[config.mk]
export PLATFORM = sky130hd
export DESIGN_NAME = keyed_expiry_table_flat
export DESIGN_NICKNAME = d
export VERILOG_FILES = /design/src/hw/rtl/ket_pkg.sv /design/src/hw/rtl/ket_ifs.sv /design/src/hw/rtl/ket_store.sv /design/src/hw/rtl/ket_seq.sv /design/src/hw/rtl/keyed_expiry_table.sv /design/src/flat_wrapper.sv
export SDC_FILE = /design/constraint.sdc
export NUM_CORES = 2
export LEC_CHECK = 0
export ABC_AREA = 1
export BUFFER_PORTS_ARGS = -buffer_cell sky130_fd_sc_hd__buf_4
export CORE_MARGIN = 2
export CORE_UTILIZATION = 40
export DETAILED_ROUTE_END_ITERATION = 10
export PLACE_DENSITY = 0.68
export SKIP_CTS_REPAIR_TIMING = 1
export SYNTH_ARGS = -nofsm -noshare
export SYNTH_HDL_FRONTEND = slang
export SYNTH_HIERARCHICAL = 1
export SYNTH_SLANG_ARGS = --single-unit
[constraint.sdc]
create_clock -name clk -period 10.4 [get_ports clk]
set_input_delay 0.52 -clock clk [delete_from_list [all_inputs] [get_ports clk]]
set_output_delay 0.52 -clock clk [all_outputs]
set_load 0.05 [all_outputs]
[src/hw/rtl/ket_pkg.sv]
`timescale 1ns / 1ps
// ----------------------------------------------------------------------------
// ket_pkg
// Types and constants shared by the keyed expiry table.
// ----------------------------------------------------------------------------
package ket_pkg;

  localparam int DEFAULT_TABLE_DEPTH = 16;
  localparam int DEFAULT_DELAY_BITS  = 8;
  localparam int KEY_W     = 64;
  localparam int HANDLE_W  = 16;
  localparam int DELAY_W   = 8;
  localparam int TIME_W    = 32;
  localparam int MAX_REL   = 16;
  localparam int REL_W     = 5;

  typedef enum logic [1:0] {
    CMD_INSERT = 2'd0,
    CMD_TICK   = 2'd1,
    CMD_REMOVE = 2'd2,
    CMD_QUERY  = 2'd3
  } cmd_t;

  typedef enum logic [1:0] {
    KIND_INSERT  = 2'd0,
    KIND_RELEASE = 2'd1,
    KIND_REMOVE  = 2'd2,
    KIND_QUERY   = 2'd3
  } kind_t;

  typedef enum logic [1:0] {
    ST_OK      = 2'd0,
    ST_DUP     = 2'd1,
    ST_FULL    = 2'd2,
    ST_MISSING = 2'd3
  } status_t;

  typedef struct packed {
    logic [KEY_W-1:0]    key;
    logic [HANDLE_W-1:0] handle;
    logic [TIME_W-1:0]   expiry;
    logic [TIME_W-1:0]   order;
  } entry_t;

  typedef struct packed {
    kind_t               kind;
    status_t             status;
    logic [KEY_W-1:0]    key;
    logic [HANDLE_W-1:0] handle;
    logic                present;
    logic                last;
  } result_t;

endpackage

[src/hw/rtl/ket_ifs.sv]
`timescale 1ns / 1ps
// ----------------------------------------------------------------------------
// ket_ifs
// Command and result channels of the keyed expiry table.
// ----------------------------------------------------------------------------
interface ket_in_if;
  import ket_pkg::*;
  logic                valid;
  logic                ready;
  logic [1:0]          command;
  logic [KEY_W-1:0]    key;
  logic [HANDLE_W-1:0] handle;
  logic [DELAY_W-1:0]  delay;
  modport source (output valid, command, key, handle, delay, input ready);
  modport sink   (input valid, command, key, handle, delay, output ready);
endinterface

interface ket_out_if;
  import ket_pkg::*;
  logic                valid;
  logic                ready;
  logic [1:0]          kind;
  logic [1:0]          status;
  logic [KEY_W-1:0]    out_key;
  logic [HANDLE_W-1:0] out_handle;
  logic                present;
  logic                last;
  modport source (output valid, kind, status, out_key, out_handle, present, last,
                  input ready);
  modport sink   (input valid, kind, status, out_key, out_handle, present, last,
                  output ready);
endinterface

[src/hw/rtl/ket_store.sv]
`timescale 1ns / 1ps
// ----------------------------------------------------------------------------
// ket_store
// Entry memory: one write port, one read port with registered read data.
// ----------------------------------------------------------------------------
module ket_store #(
  parameter int TABLE_DEPTH = ket_pkg::DEFAULT_TABLE_DEPTH,
  localparam int IW = $clog2(TABLE_DEPTH)
) (
  input  logic            clk,
  input  logic            we,
  input  logic [IW-1:0]   waddr,
  input  ket_pkg::entry_t wdata,
  input  logic            re,
  input  logic [IW-1:0]   raddr,
  output ket_pkg::entry_t rdata
);
  import ket_pkg::*;

  entry_t mem [TABLE_DEPTH];
  entry_t rdata_r;

  always_ff @(posedge clk) begin
    if (we) begin
      mem[waddr] <= wdata;
    end
    if (re) begin
      rdata_r <= mem[raddr];
    end
  end

  assign rdata = rdata_r;

endmodule

[src/hw/rtl/ket_seq.sv]
`timescale 1ns / 1ps
// ----------------------------------------------------------------------------
// ket_seq
// Command sequencer: sweeps the entry memory for key matches, free slots
// and the earliest expired entry, and updates the table.
// ----------------------------------------------------------------------------
module ket_seq #(
  parameter int TABLE_DEPTH = ket_pkg::DEFAULT_TABLE_DEPTH,
  parameter int DELAY_BITS  = ket_pkg::DEFAULT_DELAY_BITS
) (
  input  logic             clk,
  input  logic             rst_n,
  ket_in_if.sink           in_ch,
  output logic             res_valid,
  input  logic             res_ready,
  output ket_pkg::result_t res
);
  import ket_pkg::*;

  localparam int IW = $clog2(TABLE_DEPTH);
  localparam int CW = $clog2(TABLE_DEPTH + 1);

  typedef enum logic [2:0] {
    S_IDLE, S_START, S_SWEEP, S_DONE, S_LAST, S_EMIT
  } state_t;

  state_t state_r, ret_r;
  logic [TABLE_DEPTH-1:0] valid_r;
  logic [TIME_W-1:0] now_r, ins_r;
  cmd_t cmd_r;
  logic [KEY_W-1:0] key_r;
  logic [HANDLE_W-1:0] handle_r;
  logic [DELAY_W-1:0] delay_r;
  logic [CW-1:0] cnt_r;
  logic pipe_v_r;
  logic [IW-1:0] pipe_idx_r;
  logic hit_r, free_v_r, found_r, pend_v_r;
  logic [IW-1:0] hit_idx_r, free_idx_r, best_idx_r;
  logic [TIME_W-1:0] best_age_r, best_oage_r;
  logic [KEY_W-1:0] best_key_r, pend_key_r;
  logic [HANDLE_W-1:0] best_handle_r, pend_handle_r;
  logic [REL_W-1:0] n_r;
  result_t res_r;

  logic mem_we, mem_re;
  entry_t wdata, rdata;
  logic [TIME_W-1:0] age_c, oage_c;
  logic [DELAY_W-1:0] dmask;
  logic slot_v, better;
  state_t cont;

  ket_store #(.TABLE_DEPTH(TABLE_DEPTH)) u_store (
    .clk   (clk),
    .we    (mem_we),
    .waddr (free_idx_r),
    .wdata (wdata),
    .re    (mem_re),
    .raddr (cnt_r[IW-1:0]),
    .rdata (rdata)
  );

  assign dmask  = DELAY_W'((17'd1 << DELAY_BITS) - 17'd1);
  assign mem_re = (state_r == S_SWEEP) && (cnt_r < CW'(TABLE_DEPTH));
  assign mem_we = (state_r == S_DONE) && (cmd_r == CMD_INSERT) && !hit_r && free_v_r;
  assign wdata  = '{key: key_r, handle: handle_r,
                    expiry: now_r + TIME_W'(delay_r & dmask), order: ins_r};
  assign age_c  = now_r - rdata.expiry;
  assign oage_c = ins_r - rdata.order;
  assign slot_v = valid_r[pipe_idx_r];
  assign better = !found_r || (age_c > best_age_r) ||
                  ((age_c == best_age_r) && (oage_c > best_oage_r));
  assign cont   = (n_r + REL_W'(1) == REL_W'(MAX_REL)) ? S_LAST : S_START;

  assign in_ch.ready = (state_r == S_IDLE);
  assign res_valid   = (state_r == S_EMIT);
  assign res         = res_r;

  always_ff @(posedge clk) begin
    if (!rst_n) begin
      state_r  <= S_IDLE;
      ret_r    <= S_IDLE;
      valid_r  <= '0;
      now_r    <= '0;
      ins_r    <= '0;
      pipe_v_r <= 1'b0;
      pend_v_r <= 1'b0;
    end else begin
      unique case (state_r)
        S_IDLE: begin
          if (in_ch.valid) begin
            cmd_r    <= cmd_t'(in_ch.command);
            key_r    <= in_ch.key;
            handle_r <= in_ch.handle;
            delay_r  <= in_ch.delay;
            n_r      <= '0;
            pend_v_r <= 1'b0;
            if (cmd_t'(in_ch.command) == CMD_TICK) begin
              now_r <= now_r + TIME_W'(1);
            end
            state_r <= S_START;
          end
        end
        S_START: begin
          cnt_r    <= '0;
          pipe_v_r <= 1'b0;
          hit_r    <= 1'b0;
          free_v_r <= 1'b0;
          found_r  <= 1'b0;
          state_r  <= S_SWEEP;
        end
        S_SWEEP: begin
          if (mem_re) begin
            cnt_r <= cnt_r + CW'(1);
          end
          pipe_v_r   <= mem_re;
          pipe_idx_r <= cnt_r[IW-1:0];
          if (pipe_v_r) begin
            if (slot_v && rdata.key == key_r && !hit_r) begin
              hit_r     <= 1'b1;
              hit_idx_r <= pipe_idx_r;
            end
            if (!slot_v && !free_v_r) begin
              free_v_r   <= 1'b1;
              free_idx_r <= pipe_idx_r;
            end
            if (slot_v && !age_c[TIME_W-1] && better) begin
              found_r       <= 1'b1;
              best_idx_r    <= pipe_idx_r;
              best_age_r    <= age_c;
              best_oage_r   <= oage_c;
              best_key_r    <= rdata.key;
              best_handle_r <= rdata.handle;
            end
            if (pipe_idx_r == IW'(TABLE_DEPTH - 1)) begin
              state_r <= S_DONE;
            end
          end
        end
        S_DONE: begin
          res_r.present <= (cmd_r == CMD_QUERY) && hit_r;
          unique case (cmd_r)
            CMD_INSERT: begin
              res_r.kind   <= KIND_INSERT;
              res_r.key    <= key_r;
              res_r.handle <= '0;
              res_r.last   <= 1'b1;
              ret_r        <= S_IDLE;
              state_r      <= S_EMIT;
              if (hit_r) begin
                res_r.status <= ST_DUP;
              end else if (!free_v_r) begin
                res_r.status <= ST_FULL;
              end else begin
                res_r.status        <= ST_OK;
                valid_r[free_idx_r] <= 1'b1;
                ins_r               <= ins_r + TIME_W'(1);
              end
            end
            CMD_REMOVE: begin
              res_r.kind   <= KIND_REMOVE;
              res_r.key    <= key_r;
              res_r.handle <= '0;
              res_r.last   <= 1'b1;
              ret_r        <= S_IDLE;
              state_r      <= S_EMIT;
              if (hit_r) begin
                res_r.status       <= ST_OK;
                valid_r[hit_idx_r] <= 1'b0;
              end else begin
                res_r.status <= ST_MISSING;
              end
            end
            CMD_QUERY: begin
              res_r.kind   <= KIND_QUERY;
              res_r.status <= ST_OK;
              res_r.key    <= key_r;
              res_r.handle <= '0;
              res_r.last   <= 1'b1;
              ret_r        <= S_IDLE;
              state_r      <= S_EMIT;
            end
            CMD_TICK: begin
              res_r.kind   <= KIND_RELEASE;
              res_r.status <= ST_OK;
              res_r.key    <= pend_key_r;
              res_r.handle <= pend_handle_r;
              res_r.last   <= !found_r;
              if (found_r) begin
                valid_r[best_idx_r] <= 1'b0;
                n_r           <= n_r + REL_W'(1);
                pend_v_r      <= 1'b1;
                pend_key_r    <= best_key_r;
                pend_handle_r <= best_handle_r;
                ret_r         <= cont;
                if (pend_v_r) begin
                  state_r <= S_EMIT;
                end else begin
                  state_r <= cont;
                end
              end else begin
                ret_r <= S_IDLE;
                if (pend_v_r) begin
                  state_r <= S_EMIT;
                end else begin
                  state_r <= S_IDLE;
                end
              end
            end
          endcase
        end
        S_LAST: begin
          res_r.kind    <= KIND_RELEASE;
          res_r.status  <= ST_OK;
          res_r.key     <= pend_key_r;
          res_r.handle  <= pend_handle_r;
          res_r.present <= 1'b0;
          res_r.last    <= 1'b1;
          ret_r         <= S_IDLE;
          state_r       <= S_EMIT;
        end
        S_EMIT: begin
          if (res_ready) begin
            state_r <= ret_r;
          end
        end
        default: state_r <= S_IDLE;
      endcase
    end
  end

endmodule

[src/hw/rtl/keyed_expiry_table.sv]
`timescale 1ns / 1ps
// ----------------------------------------------------------------------------
// keyed_expiry_table
// Table of keyed entries with expiry times, released in expiry order on tick.
// ----------------------------------------------------------------------------
// Every command is served by full sweeps of the entry memory, one slot a
// cycle. An insert, remove or query runs one sweep and gives one word. A tick
// runs one sweep per released entry plus a closing sweep, which is skipped
// once sixteen entries are released, and gives at most sixteen release words.
// Results pass through an output register, so a word may wait there while
// the next sweep runs. There is no clearing pass after reset.
module keyed_expiry_table #(
  parameter int TABLE_DEPTH = ket_pkg::DEFAULT_TABLE_DEPTH,
  parameter int DELAY_BITS  = ket_pkg::DEFAULT_DELAY_BITS
) (
  input  logic     clk,
  input  logic     rst_n,
  ket_in_if.sink   in_ch,
  ket_out_if.source out_ch
);
  import ket_pkg::*;

  logic    res_valid, res_ready, out_v_r;
  result_t res, out_r;

  ket_seq #(.TABLE_DEPTH(TABLE_DEPTH), .DELAY_BITS(DELAY_BITS)) u_seq (
    .clk       (clk),
    .rst_n     (rst_n),
    .in_ch     (in_ch),
    .res_valid (res_valid),
    .res_ready (res_ready),
    .res       (res)
  );

  assign res_ready = !out_v_r || out_ch.ready;

  always_ff @(posedge clk) begin
    if (!rst_n) begin
      out_v_r <= 1'b0;
    end else if (res_ready) begin
      out_v_r <= res_valid;
      if (res_valid) begin
        out_r <= res;
      end
    end
  end

  assign out_ch.valid      = out_v_r;
  assign out_ch.kind       = out_r.kind;
  assign out_ch.status     = out_r.status;
  assign out_ch.out_key    = out_r.key;
  assign out_ch.out_handle = out_r.handle;
  assign out_ch.present    = out_r.present;
  assign out_ch.last       = out_r.last;

endmodule
[src/flat_wrapper.sv]
// flat-port wrapper written by rule: the top's interface ports become plain ports
module keyed_expiry_table_flat import ket_pkg::*;
#(
  parameter int TABLE_DEPTH = ket_pkg::DEFAULT_TABLE_DEPTH,
  parameter int DELAY_BITS  = ket_pkg::DEFAULT_DELAY_BITS
)
  (clk, rst_n, in_ch_valid, in_ch_command, in_ch_key, in_ch_handle, in_ch_delay, in_ch_ready, out_ch_valid, out_ch_kind, out_ch_status, out_ch_out_key, out_ch_out_handle, out_ch_present, out_ch_last, out_ch_ready);
  ket_in_if in_ch_i ();
  ket_out_if out_ch_i ();
  input  logic clk;
  input  logic rst_n;
  input wire logic [$bits(in_ch_i.valid)-1:0] in_ch_valid;
  input wire logic [$bits(in_ch_i.command)-1:0] in_ch_command;
  input wire logic [$bits(in_ch_i.key)-1:0] in_ch_key;
  input wire logic [$bits(in_ch_i.handle)-1:0] in_ch_handle;
  input wire logic [$bits(in_ch_i.delay)-1:0] in_ch_delay;
  output wire logic [$bits(in_ch_i.ready)-1:0] in_ch_ready;
  output wire logic [$bits(out_ch_i.valid)-1:0] out_ch_valid;
  output wire logic [$bits(out_ch_i.kind)-1:0] out_ch_kind;
  output wire logic [$bits(out_ch_i.status)-1:0] out_ch_status;
  output wire logic [$bits(out_ch_i.out_key)-1:0] out_ch_out_key;
  output wire logic [$bits(out_ch_i.out_handle)-1:0] out_ch_out_handle;
  output wire logic [$bits(out_ch_i.present)-1:0] out_ch_present;
  output wire logic [$bits(out_ch_i.last)-1:0] out_ch_last;
  input wire logic [$bits(out_ch_i.ready)-1:0] out_ch_ready;
  assign in_ch_i.valid = in_ch_valid;
  assign in_ch_i.command = in_ch_command;
  assign in_ch_i.key = in_ch_key;
  assign in_ch_i.handle = in_ch_handle;
  assign in_ch_i.delay = in_ch_delay;
  assign in_ch_ready = in_ch_i.ready;
  assign out_ch_valid = out_ch_i.valid;
  assign out_ch_kind = out_ch_i.kind;
  assign out_ch_status = out_ch_i.status;
  assign out_ch_out_key = out_ch_i.out_key;
  assign out_ch_out_handle = out_ch_i.out_handle;
  assign out_ch_present = out_ch_i.present;
  assign out_ch_last = out_ch_i.last;
  assign out_ch_i.ready = out_ch_ready;
  keyed_expiry_table #(.TABLE_DEPTH(TABLE_DEPTH), .DELAY_BITS(DELAY_BITS)) u_core (.clk(clk), .rst_n(rst_n), .in_ch(in_ch_i), .out_ch(out_ch_i));
endmodule
==> results.py <==
metrics = {
    "status": {
        "status": "completed",
    },
    "global_routing": {
        "antenna_found_initial": 10,
        "grt_pass1_vias": 79285,
        "overflow": 0,
        "grt_max_degree": 306,
        "grt_pass1_wl_um": 508800,
        "grt_usage_pct": 20.32,
    },
    "pwr": {
        "ir_drop_uv": 150.0,
        "power_density_nw_per_um2": 191.6,
        "total_power_w": 0.02800,
        "leakage_nw": 58.18,
    },
    "worst_hold_path": {
        "whs_endpoint": "u_core/u_seq/state_r[0]",
        "min_path_cells": 6,
        "worstHoldPathType": "primary input to register",
        "min-delay-start": "out_ch_ready",
    },
    "sta": {
        "finalSetupViolCount": 0,
        "setup_tns_ps": 0,
        "period_needed_ps": 6295,
        "tightest_slew_ps": 1343,
        "finClkSkew_ps": 86.00,
        "finalHoldViolations": 0,
        "rsz0062_at_grt": "false",
        "fmax_mhz": 158.9,
        "max-slew-margin-rel_pct": 10.19,
        "period_share_pct": 60.53,
        "drv_slew": 0,
        "worst_hold_slack_ps": 89.81,
    },
    "detailed_routing": {
        "wl_per_cell_um": 21.02,
        "ant_nets": 0,
        "drtPass1Iterations": 6,
        "initialDrtViolationCount": 9654,
        "postRouteWirelength_um": 344400,
        "vias_per_cell": 5.173,
        "vias": 84757,
        "drc": 0,
    },
    "floorplanning": {
        "row_count": 208,
        "initial_core_util_pct": 40.26,
        "io_pins": 182,
        "coreArea_um2": 321400,
        "dieWidth_um": 572.8,
        "die_area_um2": 328000,
        "fp.dieH_um": 572.8,
    },
    "worst_setup_path": {
        "critPathLaunchType": "register",
        "endpoint_kind": "register",
        "r2r_cells": 23,
        "worst-path-max-fanout": 54,
        "setup.worst_path.class": "register to register",
        "crit_required_ps": 10910,
        "r2r-end": "u_core/u_seq/best_age_r[9]",
        "rr_startpoint": "u_core/u_seq/ins_r[0]",
        "arrival_ps": 6810,
        "r2r_slack_ps": 4100,
    },
    "cts": {
        "cts.sinks": 3051,
        "clk_latency_ps": 940,
        "cts.clk_slew.worst_paths_ps": 60,
        "cts_tree": "done",
        "clockRootBuffer": "clkbuf_16",
        "cts-htree-levels": 5,
        "cts-buffers-inserted": 316,
        "clockBufferDepth": 4,
    },
    "yosys": {
        "syn-num-nets": 11880,
        "synth_cells": 11638,
        "ys_ff_latch": 3051,
        "ys_types": 60,
        "yosys-top-cells-area": "edfxtp_1 69%, nand2_1 11%, nand3_1 6.7%, inv_1 4.3%, ha_1 1.4%",
        "synth-edff-count": 2963,
        "yosys.area.top_type": "edfxtp_1",
        "synthArstFlopShare_pct": 0,
        "yosysMostFrequentCell": "nand2_1",
        "syn_avg_cell_area_um2": 11.12,
        "seq_area_frac_synth_pct": 70.13,
        "syn_area_um2": 129400,
        "synth_top_area_share_pct": 68.76,
        "ys_top_cells_by_count": "3676 x nand2_1, 2963 x edfxtp_1, 1742 x nand3_1",
        "yosys_warnings": 6,
        "synth-main-ff-cell": "edfxtp_1",
    },
    "placement": {
        "dpl.cell_count": 15722,
        "portBuffers": 181,
        "place.gp.congestion": 0.9064,
        "hpwl_um": 180200,
    },
    "cells_and_area": {
        "fin_nets": 12069,
        "final_cells": 16383,
        "areaGrowthSynthToFinish_pct": 12.96,
        "drive_above_1_share_pct": 7.056,
    },
    "run": {
        "cap_violations": 0,
    },
}
-- cell type report --
class	instances	area [µm²]
fill	28446	175200
sequential	3051	90740
multi-input combinational	6575	30610
clock buffer	386	8274
inverter	1491	5658
tap	4305	5386
timing repair buffer	392	3498
clock inverter	180	1986
antenna	3	7.507
-- flip-flops by register name, summed over array words and instances, names as in the netlist, 32 cells and up --
register / count
u_core/u_seq/res: 86
u_core/out_ch.out_key: 64
u_core/u_seq/now_r: 32
u_core/u_seq/best_age_r: 32
u_core/u_seq/best_oage_r: 32
u_core/u_seq/u_store/rdata: 144
u_core/u_seq/ins_r: 32
u_core/u_seq/pend_key_r: 64
u_core/u_seq/best_key_r: 64
u_core/u_seq/u_store/mem: 2304
u_core/u_seq/key_r: 64
-- kinds of logic (layout without fill, tap and decap cells) --
kind of cell	Yosys count	in the layout	synth area share (%)
AND/OR/NAND/NOR	5879	5879	19.21
AO/OA/AOI/OAI	405	405	1.883
flip-flops	3051	3051	70.13
other	0	3	0
buffers and inverters	2012	2449	6.368
XOR/XNOR	143	143	0.9680
adder cells (fa/ha/maj)	148	148	1.449
-- per-layer routing --
layer,routed length [µm],global-route usage [%],up-vias
met2,159000,32.42,3876
met3,31270,3.504,592
met4,10070,6.199,6
met5,35,0,-
li1,-,-,39394
met1,144000,28.36,40889
-- cell usage in the layout (no fill, tap or decap), types with 27 or more instances in the layout --
master,count
xnor2_1,44
xor2_1,98
nor3_1,50
bufinv_16,27
o32ai_1,45
edfxtp_1,2963
dlygate4sd3_1,92
a21oi_1,171
nand2_1,3676
nand3_1,1742
buf_4,274
or2_2,49
ha_1,145
clkbuf_1,63
clkbuf_16,319
clkinv_1,62
nor2_1,229
dfxtp_1,88
inv_1,1481
o22ai_1,39
o21ai_0,77
nand4_1,54
clkinv_2,50
-- stage by stage --
stage               setup slack, ps  util (%)  cell area (µm²)
finish                         4105     45.47           146200
CTS                            4068     45.18           145200
global placement               4198     41.99           135000
global route                   3701     45.47           146200
floorplan                     368.5         -           129400
detailed placement             4121     41.99           135000
-- report_power, final --
group / switching [W] / total (W) / internal (W)
combinational: 0.00211 / 0.00289 / 0.000783
sequential: 0.000203 / 0.0139 / 0.0137
clock: 0.00481 / 0.0112 / 0.00640
-- worst max-delay path, stage by stage (launching register included) --
cell and delay [ps]:
dfxtp_1 730, inv_1 190, ha_1 280, fa_1 420
o21ai_1 470, a21boi_0 310, o21ai_1 460, nand2_1 100
nand2_1 120, nand2_1 60, nand2_1 70, xor2_1 90
ha_1 290, nand2_1 70, nor2_1 140, nand4_1 150
nor2_1 170, nand2_1 70, nand2_1 50, nand2_1 50
nand3_1 70, nand2_1 150, nor2_4 550, buf_4 760
-- worst max path at each step --
| stage | from | cells after the start | end | slack, ps |
|---|---|---|---|---|
| after detailed placement | u_core/u_seq/ins_r[0] | 23 | u_core/u_seq/best_age_r[3] | 4120 |
| final | u_core/u_seq/ins_r[0] | 23 | u_core/u_seq/best_age_r[9] | 4100 |
| after global placement | u_core/u_seq/ins_r[0] | 23 | u_core/u_seq/best_age_r[2] | 4200 |
| after floorplan | u_core/u_seq/ins_r[0] | 22 | u_core/u_seq/best_age_r[0] | 370 |
| after CTS | u_core/u_seq/ins_r[0] | 23 | u_core/u_seq/best_age_r[4] | 4070 |
| after global routing | u_core/u_seq/ins_r[0] | 23 | u_core/u_seq/best_age_r[5] | 3700 |
(Power assumes the default switching activity.)
